===== src/hw/rtl/ipa_pkg.sv =====
`timescale 1ns / 1ps
`default_nettype none
// -----------------------------------------------------------------------------
// ipa_pkg
// Types, codes and constants shared by the index pool allocator modules.
// -----------------------------------------------------------------------------
package ipa_pkg;

    localparam int DEFAULT_POOL_DEPTH = 64;
    localparam logic [6:0] BLOCK_COUNT_RST = 7'd64;
    localparam int LIST_CAP = 64;

    typedef enum logic [1:0] {
        CMD_ALLOC = 2'd0,
        CMD_FREE  = 2'd1,
        CMD_CHECK = 2'd2,
        CMD_LIST  = 2'd3
    } t_cmd;

    typedef enum logic [1:0] {
        STAT_OK        = 2'd0,
        STAT_EXHAUSTED = 2'd1,
        STAT_INVALID   = 2'd2,
        STAT_EMPTY     = 2'd3
    } t_status;

    typedef enum logic [2:0] {
        ST_CLEAR,
        ST_IDLE,
        ST_EXEC,
        ST_SWAP_A,
        ST_SWAP_B,
        ST_LIST
    } t_state;

    typedef struct packed {
        logic [1:0] command;
        logic [5:0] block_index;
        logic [6:0] list_limit;
    } t_req;

    typedef struct packed {
        logic [1:0] status;
        logic [5:0] result_index;
        logic [6:0] used_count;
        logic       last;
    } t_rsp;

    // controller to datapath
    typedef struct packed {
        logic accept;
        logic exec;
        logic swap_a;
        logic swap_b;
        logic list_step;
        logic clr_step;
    } t_dp_cmd;

    // datapath to controller
    typedef struct packed {
        t_cmd cmd;
        logic free_ok;
        logic more;
        logic clr_done;
    } t_dp_stat;

endpackage
`default_nettype wire


===== src/hw/rtl/ipa_ctrl.sv =====
`timescale 1ns / 1ps
`default_nettype none
// -----------------------------------------------------------------------------
// ipa_ctrl
// Sequencer: table clearing pass, command execution, free swap and list walk.
// -----------------------------------------------------------------------------
module ipa_ctrl (
    input  wire logic              i_clk,
    input  wire logic              i_rst_n,
    input  wire logic              start,
    input  wire logic              i_cfg_we,
    input  wire ipa_pkg::t_dp_stat i_stat,
    output ipa_pkg::t_dp_cmd       o_cmd,
    output logic                   busy
);

    ipa_pkg::t_state r_state;
    ipa_pkg::t_state n_state;

    always_ff @(posedge i_clk) begin
        if (!i_rst_n) begin
            r_state <= ipa_pkg::ST_CLEAR;
        end else begin
            r_state <= n_state;
        end
    end

    always_comb begin
        n_state = r_state;
        o_cmd   = '0;
        busy    = 1'b1;
        case (r_state)
            ipa_pkg::ST_CLEAR: begin
                o_cmd.clr_step = 1'b1;
                if (i_cfg_we) begin
                    n_state = ipa_pkg::ST_CLEAR;
                end else if (i_stat.clr_done) begin
                    n_state = ipa_pkg::ST_IDLE;
                end
            end
            ipa_pkg::ST_IDLE: begin
                busy = 1'b0;
                if (i_cfg_we) begin
                    n_state = ipa_pkg::ST_CLEAR;
                end else if (start) begin
                    o_cmd.accept = 1'b1;
                    n_state      = ipa_pkg::ST_EXEC;
                end
            end
            ipa_pkg::ST_EXEC: begin
                o_cmd.exec = 1'b1;
                if (i_stat.cmd == ipa_pkg::CMD_FREE && i_stat.free_ok) begin
                    n_state = ipa_pkg::ST_SWAP_A;
                end else if (i_stat.cmd == ipa_pkg::CMD_LIST && i_stat.more) begin
                    n_state = ipa_pkg::ST_LIST;
                end else begin
                    n_state = ipa_pkg::ST_IDLE;
                end
            end
            ipa_pkg::ST_SWAP_A: begin
                o_cmd.swap_a = 1'b1;
                n_state      = ipa_pkg::ST_SWAP_B;
            end
            ipa_pkg::ST_SWAP_B: begin
                o_cmd.swap_b = 1'b1;
                n_state      = ipa_pkg::ST_IDLE;
            end
            ipa_pkg::ST_LIST: begin
                o_cmd.list_step = 1'b1;
                if (!i_stat.more) begin
                    n_state = ipa_pkg::ST_IDLE;
                end
            end
            default: begin
                n_state = ipa_pkg::ST_CLEAR;
            end
        endcase
    end

endmodule
`default_nettype wire


===== src/hw/rtl/ipa_datapath.sv =====
`timescale 1ns / 1ps
`default_nettype none
// -----------------------------------------------------------------------------
// ipa_datapath
// Order and position tables, allocated count, decisions and result register.
// -----------------------------------------------------------------------------
module ipa_datapath #(
    parameter int POOL_DEPTH = ipa_pkg::DEFAULT_POOL_DEPTH
) (
    input  wire logic             i_clk,
    input  wire logic             i_rst_n,
    input  wire logic             i_cfg_we,
    input  wire logic [6:0]       i_cfg_data,
    input  wire ipa_pkg::t_req    i_req,
    input  wire ipa_pkg::t_dp_cmd i_cmd,
    output ipa_pkg::t_dp_stat     o_stat,
    output logic                  o_result_valid,
    output ipa_pkg::t_rsp         o_result
);

    localparam int IW = $clog2(POOL_DEPTH);
    localparam int CW = $clog2(POOL_DEPTH + 1);
    localparam int XW = (CW > 7) ? CW : 7;

    function automatic logic [XW-1:0] f_sat(input logic [6:0] bc);
        logic [XW-1:0] x;
        x = XW'(bc);
        if (x == '0) begin
            return XW'(1);
        end else if (x > XW'(POOL_DEPTH)) begin
            return XW'(POOL_DEPTH);
        end
        return x;
    endfunction

    logic [IW-1:0] r_order_mem [POOL_DEPTH];
    logic [IW-1:0] r_pos_mem   [POOL_DEPTH];

    logic [CW-1:0]   r_count;
    logic [XW-1:0]   r_eff;
    logic [IW-1:0]   r_clr;
    ipa_pkg::t_cmd   r_cmd;
    logic [IW-1:0]   r_idx;
    logic            r_idx_ok;
    logic [CW-1:0]   r_n;
    logic [CW-1:0]   r_lix;
    logic [IW-1:0]   r_ord_q;
    logic [IW-1:0]   r_pos_q;
    logic [IW-1:0]   r_slot;
    logic [IW-1:0]   r_other;
    logic            r_out_valid;
    ipa_pkg::t_rsp   r_out;

    logic [CW-1:0]   n_count;
    logic            n_out_valid;
    ipa_pkg::t_rsp   n_out;

    logic [XW-1:0]   count_x;
    logic [XW-1:0]   idx_x;
    logic [XW-1:0]   lim_x;
    logic [XW-1:0]   list_n;
    logic [CW-1:0]   cnt_m1;
    logic [CW-1:0]   lix_p1;
    logic [XW-1:0]   ord_x;
    logic            allocated;
    logic            full;
    logic            more;

    logic            ord_we;
    logic [IW-1:0]   ord_wa;
    logic [IW-1:0]   ord_wd;
    logic [IW-1:0]   ord_ra;
    logic            pos_we;
    logic [IW-1:0]   pos_wa;
    logic [IW-1:0]   pos_wd;
    logic [IW-1:0]   pos_ra;

    always_comb begin
        count_x   = XW'(r_count);
        idx_x     = XW'(i_req.block_index);
        lim_x     = XW'(i_req.list_limit);
        list_n    = (count_x < lim_x) ? count_x : lim_x;
        if (list_n > XW'(ipa_pkg::LIST_CAP)) begin
            list_n = XW'(ipa_pkg::LIST_CAP);
        end
        cnt_m1    = r_count - CW'(1);
        lix_p1    = r_lix + CW'(1);
        ord_x     = XW'(r_ord_q);
        allocated = r_idx_ok && (XW'(r_pos_q) < count_x);
        full      = count_x >= r_eff;
        more      = (r_n != '0) && (lix_p1 != r_n);
    end

    assign o_stat.cmd      = r_cmd;
    assign o_stat.free_ok  = allocated;
    assign o_stat.more     = more;
    assign o_stat.clr_done = (r_clr == IW'(POOL_DEPTH - 1));

    // table ports
    always_comb begin
        ord_we = 1'b0;
        ord_wa = r_clr;
        ord_wd = r_clr;
        pos_we = 1'b0;
        pos_wa = r_clr;
        pos_wd = r_clr;
        if (i_cmd.clr_step) begin
            ord_we = 1'b1;
            pos_we = 1'b1;
        end else if (i_cmd.swap_a) begin
            // move the last allocated block into the freed slot
            ord_we = 1'b1;
            ord_wa = r_slot;
            ord_wd = r_other;
            pos_we = 1'b1;
            pos_wa = r_other;
            pos_wd = r_slot;
        end else if (i_cmd.swap_b) begin
            ord_we = 1'b1;
            ord_wa = cnt_m1[IW-1:0];
            ord_wd = r_idx;
            pos_we = 1'b1;
            pos_wa = r_idx;
            pos_wd = cnt_m1[IW-1:0];
        end

        if (i_cmd.exec || i_cmd.list_step) begin
            ord_ra = lix_p1[IW-1:0];
        end else begin
            case (ipa_pkg::t_cmd'(i_req.command))
                ipa_pkg::CMD_ALLOC: ord_ra = r_count[IW-1:0];
                ipa_pkg::CMD_FREE:  ord_ra = cnt_m1[IW-1:0];
                default:            ord_ra = '0;
            endcase
        end
        pos_ra = idx_x[IW-1:0];
    end

    always_ff @(posedge i_clk) begin
        if (ord_we) begin
            r_order_mem[ord_wa] <= ord_wd;
        end
        r_ord_q <= r_order_mem[ord_ra];
    end

    always_ff @(posedge i_clk) begin
        if (pos_we) begin
            r_pos_mem[pos_wa] <= pos_wd;
        end
        r_pos_q <= r_pos_mem[pos_ra];
    end

    // decisions and result
    always_comb begin
        n_count     = r_count;
        n_out_valid = 1'b0;
        n_out       = '0;
        if (i_cmd.exec) begin
            case (r_cmd)
                ipa_pkg::CMD_ALLOC: begin
                    n_out_valid = 1'b1;
                    if (full) begin
                        n_out.status = ipa_pkg::STAT_EXHAUSTED;
                    end else begin
                        n_out.status       = ipa_pkg::STAT_OK;
                        n_out.result_index = ord_x[5:0];
                        n_count            = r_count + CW'(1);
                    end
                end
                ipa_pkg::CMD_FREE: begin
                    // a good free reports after the swap
                    if (!allocated) begin
                        n_out_valid  = 1'b1;
                        n_out.status = ipa_pkg::STAT_INVALID;
                    end
                end
                ipa_pkg::CMD_CHECK: begin
                    n_out_valid  = 1'b1;
                    n_out.status = allocated ? ipa_pkg::STAT_OK : ipa_pkg::STAT_INVALID;
                end
                default: begin
                    n_out_valid = 1'b1;
                    if (r_n == '0) begin
                        n_out.status = ipa_pkg::STAT_EMPTY;
                    end else begin
                        n_out.status       = ipa_pkg::STAT_OK;
                        n_out.result_index = ord_x[5:0];
                    end
                end
            endcase
        end else if (i_cmd.list_step) begin
            n_out_valid        = 1'b1;
            n_out.status       = ipa_pkg::STAT_OK;
            n_out.result_index = ord_x[5:0];
        end else if (i_cmd.swap_b) begin
            n_out_valid  = 1'b1;
            n_out.status = ipa_pkg::STAT_OK;
            n_count      = cnt_m1;
        end
        n_out.used_count = 7'(XW'(n_count));
        n_out.last       = !more || (r_cmd != ipa_pkg::CMD_LIST);
    end

    always_ff @(posedge i_clk) begin
        if (!i_rst_n) begin
            r_count     <= '0;
            r_eff       <= f_sat(ipa_pkg::BLOCK_COUNT_RST);
            r_clr       <= '0;
            r_out_valid <= 1'b0;
            r_cmd       <= ipa_pkg::CMD_ALLOC;
            r_lix       <= '0;
            r_n         <= '0;
        end else begin
            r_out_valid <= n_out_valid;
            if (i_cfg_we) begin
                r_eff   <= f_sat(i_cfg_data);
                r_count <= '0;
                r_clr   <= '0;
            end else begin
                r_count <= n_count;
                if (i_cmd.clr_step) begin
                    r_clr <= r_clr + IW'(1);
                end
            end
            if (i_cmd.accept) begin
                r_cmd <= ipa_pkg::t_cmd'(i_req.command);
                r_lix <= '0;
                r_n   <= list_n[CW-1:0];
            end else if (i_cmd.list_step || (i_cmd.exec && r_cmd == ipa_pkg::CMD_LIST)) begin
                r_lix <= lix_p1;
            end
        end
    end

    always_ff @(posedge i_clk) begin
        r_out <= n_out;
        if (i_cmd.accept) begin
            r_idx    <= idx_x[IW-1:0];
            r_idx_ok <= idx_x < r_eff;
        end
        if (i_cmd.exec) begin
            r_slot  <= r_pos_q;
            r_other <= r_ord_q;
        end
    end

    assign o_result_valid = r_out_valid;
    assign o_result       = r_out;

endmodule
`default_nettype wire


===== src/hw/rtl/index_pool_allocator.sv =====
`timescale 1ns / 1ps
`default_nettype none
// -----------------------------------------------------------------------------
// index_pool_allocator
// Fixed pool of block indices with alloc, free, check and list commands.
// Alloc, check and failed free pass through accept and table read; the
// result strobes in the cycle after the read cycle. A good free adds the
// swap writes (SWAP_A, then SWAP_B) through each table's one write port.
// A list of n >= 1 indices strobes one result per index, the last flagged,
// and an empty list one EMPTY result. After reset or a block_count write in
// idle or clear, a clearing pass restores both tables to identity while busy
// stays high. Results are strobed for one cycle; the receiver cannot stall.
// -----------------------------------------------------------------------------
module index_pool_allocator #(
    parameter int POOL_DEPTH = ipa_pkg::DEFAULT_POOL_DEPTH
) (
    input  wire logic          i_clk,
    input  wire logic          i_rst_n,
    input  wire logic          start,
    output logic               busy,
    input  wire ipa_pkg::t_req i_req,
    input  wire logic          i_cfg_we,
    input  wire logic [6:0]    i_cfg_data,
    output logic               o_result_valid,
    output ipa_pkg::t_rsp      o_result
);

    ipa_pkg::t_dp_cmd  dp_cmd;
    ipa_pkg::t_dp_stat dp_stat;

    ipa_ctrl u_ctrl (
        .i_clk   (i_clk),
        .i_rst_n (i_rst_n),
        .start   (start),
        .i_cfg_we(i_cfg_we),
        .i_stat  (dp_stat),
        .o_cmd   (dp_cmd),
        .busy    (busy)
    );

    ipa_datapath #(
        .POOL_DEPTH(POOL_DEPTH)
    ) u_datapath (
        .i_clk         (i_clk),
        .i_rst_n       (i_rst_n),
        .i_cfg_we      (i_cfg_we),
        .i_cfg_data    (i_cfg_data),
        .i_req         (i_req),
        .i_cmd         (dp_cmd),
        .o_stat        (dp_stat),
        .o_result_valid(o_result_valid),
        .o_result      (o_result)
    );

endmodule
`default_nettype wire


===== config.mk =====
export PLATFORM = sky130hd
export DESIGN_NAME = index_pool_allocator
export DESIGN_NICKNAME = d
export VERILOG_FILES = /design/src/hw/rtl/ipa_pkg.sv /design/src/hw/rtl/ipa_ctrl.sv /design/src/hw/rtl/ipa_datapath.sv /design/src/hw/rtl/index_pool_allocator.sv
export SDC_FILE = /design/constraint.sdc
export NUM_CORES = 1
export LEC_CHECK = 0
export BUFFER_PORTS_ARGS = -buffer_cell sky130_fd_sc_hd__buf_2
export CAP_MARGIN = 40
export CELL_PAD_IN_SITES_DETAIL_PLACEMENT = 1
export CELL_PAD_IN_SITES_GLOBAL_PLACEMENT = 1
export CORE_ASPECT_RATIO = 1.25
export CORE_UTILIZATION = 35
export DETAILED_ROUTE_END_ITERATION = 10
export PLACE_DENSITY_LB_ADDON = 0.3
export SYNTH_ARGS = -nofsm -noshare
export SYNTH_HDL_FRONTEND = slang
export SYNTH_SLANG_ARGS = --single-unit

===== constraint.sdc =====
create_clock -name i_clk -period 8.1 [get_ports i_clk]
set_input_delay 0.81 -clock i_clk [delete_from_list [all_inputs] [get_ports i_clk]]
set_output_delay 0.81 -clock i_clk [all_outputs]
set_load 0.1 [all_outputs]

==> impl_summary.log <==
[metrics] number of violations of the max-capacitance limit: 0
[metrics] Int Power: about 7.3 mW
[metrics] Tot GR Track Use: about a fifth
[metrics] via-per-instance ratio: about 5.4
[metrics] Std-Cell Core Area: ~100,000 um2
[metrics] number of antenna repair diodes: 0
[metrics] async set-reset flop share out of synthesis: 0%
[metrics] Post-DRT Antenna Nets: 0
[metrics] number of antenna violations at the first check in global routing: 1
[metrics] highest achievable clock rate: 213 MHz
[metrics] global-route met3 utilization: 2.45%
[metrics] number of global-route vias before repair: 21,300
[metrics] DIE AREA: approximately 100,000 um2
[metrics] Mapped Avg Cell Area: between 15 and 20 um2
[metrics] Yosys warning total: 0
[metrics] number of storage elements in the synthesis netlist: roughly 860
[metrics] initial DRC count: between 1,000 and 1,500
[metrics] Slowest cell on crit path: sky130_fd_sc_hd__buf_4
[metrics] DR pass1 iterations: 5
[metrics] Slew HR: between 30% and 40%
[metrics] Req. time, crit path: about 8.6 ns
[metrics] number of top-level pins: 44
[metrics] number of fill cells in the layout: 10,000
[metrics] area added between synthesis and finish: 13.2%
[metrics] final hold violation count: 0
[metrics] number of nets produced by synthesis: 2,291
[metrics] Die Y: around 360 um
[metrics] Resize count post-CTS: 0
[metrics] std cell rows: 130
[metrics] nets@finish: between 2,000 and 2,500
[metrics] port buffer count: 43
[metrics] Setup WS pre-CTS: about 3.4 ns
[metrics] distinct cell type count after synthesis: 74
[metrics] global-route wire length before repair: between 100 and 150 mm
[metrics] Worst Skew: around 0.045 ns
[metrics] largest driver fanout on the critical path: 59
[metrics] net load switching power: between 2 and 2.5 mW
[metrics] largest stage delay on the critical path: around 0.7 ns
[metrics] CTS Buffer Depth: 3
[metrics] worst setup slack after layout: 3.40 ns
[metrics] Remaining DRCs: 0
[metrics] Clock Root Buffer: sky130_fd_sc_hd__clkbuf_16
[metrics] netlist area before placement: between 30,000 and 40,000 um2
[metrics] setup TNS: 0 ns
[metrics] postcts setup bufs: 0
[metrics] fin area: between 40,000 and 50,000 um2
[metrics] overall routed net length: approximately 95 mm
[metrics] most common flop cell mapped by yosys: sky130_fd_sc_hd__edfxtp_1
[metrics] Final Max Tran Viols: 0
[metrics] largest vdd supply drop: 0.204 mV
[metrics] DIE WIDTH: 287 um
[metrics] path type of the worst min-delay path: reg -> reg
[metrics] slew at the pin closest to its max-slew limit: approximately 0.9 ns
[metrics] share of synthesized area occupied by flip-flops and latches: between 70% and 80%
[metrics] average detailed-routed wire length per instance: roughly 26 um
[metrics] clock buffer count from CTS: 88
[metrics] clock latency of the later-clocked register in the worst-skew pair: about 0.66 ns
[metrics] layout cells sized above 1: about 17%
[metrics] number of clock sinks: 855
[metrics] cell family contributing the most delay on the critical path: compound AO/OA/AOI/OAI gates
[metrics] PD cells: 236 nW/um2
[metrics] total congestion overflow: 0
[metrics] Post-Route Hold Slack: about 0.45 ns
[metrics] RD Place Congestion: approximately 0.83
[metrics] CTS tree: yes
[metrics] end-of-flow core utilization: 40.0%
[metrics] portion of the clock cycle consumed by the worst path in the final layout: about 58%
[metrics] Post-Synthesis Cells: ~2,200
[metrics] leakage power of the design: 13.5 nW
[metrics] Worst-path clk slew: around 0.060 ns
[metrics] number of enable flip-flop cells after synthesis: 787
[metrics] relative contribution of sequential cells to total power: 51.2%
[metrics] detailed placer's ending HPWL: roughly 62 mm
[metrics] largest net degree at the start of global routing: between 60 and 70
[metrics] via count of the routed design: about 20,000
[metrics] total setup violations reported at the end of the flow: 0
[metrics] clock power share: 43.5%
[metrics] run status: finished clean
[metrics] Most Used Layer, Global Route: met2
[metrics] placed instance area: ~37,000 um2
[metrics] combinational cell fraction of total power: about 5.4%
[metrics] number of buffers and inverters on the critical path: 3
[metrics] worst setup path class: reg -> reg
[metrics] sort of element at the end of the critical path: flop
[metrics] met2 Use GR: 34.0%
[metrics] switching share of power: between 20% and 30%
[metrics] kind of start point of the critical path: flop
[metrics] critical path, cell by cell: or3b_1 -> inv_8 -> o21ai_4 -> buf_4 -> o21ai_4 -> buf_4 -> mux4_2 -> a22oi_1 -> o211ai_1 -> o31ai_1 -> o211ai_1
[metrics] post-cts hold buffer count: 0
[metrics] effective utilization at floorplan: 35.3%
[metrics] fraction of met1 tracks used by global routing: between 20% and 30%
[metrics] post-route minimum period: ~4.7 ns
[metrics] Critical Path AT: about 5.2 ns
[metrics] unrepaired setup endpoints after global routing: false
[metrics] Clock H-tree levels: 3
cell families (layout without fill, tap and decap cells):
kind of cell	count (synthesis)	after routing	share of synthesized area (%)
AND/OR/NAND/NOR	612	612	7.54
XOR/XNOR	27	27	0.667
AO/OA/AOI/OAI	329	329	6.93
multiplexers	214	214	11.0
buffers and inverters	166	290	2.18
adder cells (fa/ha/maj)	31	31	1.09
flip-flops	855	855	70.5
synth_stat cells (all sizes together) (23+ instances only):
library cell	number	area (um2)
a211oi	38	285
a21oi	48	255
buf	65	384
clkbuf	61	229
dfxtp	68	1360
edfxtp	787	23600
ha	31	388
inv	40	158
mux2i	67	683
mux4	140	3150
nand2	246	926
nand3	66	330
nor2	195	742
nor3	23	115
o211a	33	330
o21ai	40	208
o22ai	23	144
path summary, 6_finish.rpt:
check | startpoint | cells after the start | slack [ns] | to
max | u_ctrl.r_state[1] | 11 | 3.40 | u_datapath.r_ord_q[0]
min | u_datapath.r_pos_q[1] | 0 | 0.45 | u_datapath.r_slot[1]
max reg2reg | u_ctrl.r_state[1] | 11 | 3.40 | u_datapath.r_ord_q[0]
min reg2reg | u_datapath.r_pos_q[1] | 0 | 0.45 | u_datapath.r_slot[1]
layout by cell type, fill, tap and decap left out, types with 8 or more instances in the layout:
master                      count
sky130_fd_sc_hd__nand2_1      243
sky130_fd_sc_hd__mux2i_1       66
sky130_fd_sc_hd__clkbuf_16     89
sky130_fd_sc_hd__a22o_1         9
sky130_fd_sc_hd__buf_2         42
sky130_fd_sc_hd__a311oi_1      12
sky130_fd_sc_hd__a21oi_1       45
sky130_fd_sc_hd__ha_1          31
sky130_fd_sc_hd__xor2_1        10
sky130_fd_sc_hd__o211ai_1      22
sky130_fd_sc_hd__o211a_1       33
sky130_fd_sc_hd__o2111ai_1      8
sky130_fd_sc_hd__a2111o_1      15
sky130_fd_sc_hd__and3_1        13
sky130_fd_sc_hd__buf_4         34
sky130_fd_sc_hd__o22ai_1       23
sky130_fd_sc_hd__nand3_1       66
sky130_fd_sc_hd__o21ai_0       36
sky130_fd_sc_hd__nor3_1        23
sky130_fd_sc_hd__inv_1         32
sky130_fd_sc_hd__clkinv_2      18
sky130_fd_sc_hd__a21o_1        14
sky130_fd_sc_hd__nand2b_1       9
sky130_fd_sc_hd__nor2b_1       12
sky130_fd_sc_hd__a22oi_1        9
sky130_fd_sc_hd__edfxtp_1     787
sky130_fd_sc_hd__and2_1        12
sky130_fd_sc_hd__bufinv_16      9
sky130_fd_sc_hd__nor2_1       193
sky130_fd_sc_hd__clkinv_1      17
sky130_fd_sc_hd__dfxtp_1       68
sky130_fd_sc_hd__clkbuf_1      16
sky130_fd_sc_hd__xnor2_1       17
sky130_fd_sc_hd__a211oi_1      38
sky130_fd_sc_hd__a31oi_1       10
sky130_fd_sc_hd__mux4_2       140
sky130_fd_sc_hd__nand4_1        8
flip-flops by register name, summed over array words and instances (netlist names):
| register | flops |
|---|---|
| u_datapath.r_ord_q | 6 |
| u_datapath.r_lix | 7 |
| u_datapath.r_slot | 6 |
| u_datapath.r_eff | 7 |
| u_datapath.count_x | 7 |
| u_datapath.r_pos_q | 6 |
| u_datapath.r_idx_ok | 1 |
| u_datapath.r_clr | 6 |
| u_ctrl.r_state | 3 |
| u_datapath.r_idx | 6 |
| u_datapath.r_cmd | 2 |
| u_datapath.r_other | 6 |
| u_datapath.r_n | 7 |
| u_datapath.o_result | 16 |
| u_datapath.r_order_mem | 384 |
| u_datapath.r_pos_mem | 384 |
| u_datapath.o_result_valid | 1 |
layout make-up:
cell class                      count  area [um2]  share of cell area, %
Sequential cell                   855       25000                   62.3
Multi-Input combinational cell   1213        9750                   24.3
Clock inverter                     58         619                   1.54
Timing Repair Buffer               85         629                   1.57
Inverter                           40         158                  0.393
Clock buffer                      107        2310                   5.77
Tap cell                         1320        1650                   4.12
power groups by stage:
stage | Combinational [mW] | Clock [mW] | Sequential [mW]
final | 0.508 | 4.11 | 4.84
after global routing | 0.540 | 4.34 | 4.84
after CTS | 0.514 | 4.18 | 4.84
after detailed placement | 0.512 | 0 | 4.94
after global placement | 0.491 | 0 | 4.94
after floorplan | 0.327 | 0 | 4.92
layer usage:
| metal | share of wire (%) | wire [um] |
|---|---|---|
| met1 | 41 | 38700 |
| met2 | 53 | 50200 |
| met3 | 3.9 | 3690 |
| met4 | 3.0 | 2820 |
| met5 | 0 | 0 |
stage by stage:
stage / total power, mW / std cells
finish: 9.46 / 3678
detailed placement: 5.45 / 3513
floorplan: 5.25 / 2234
global placement: 5.43 / 3502
global route: 9.72 / 3678
CTS: 9.54 / 3678
Power figures use the tool's default switching activity.
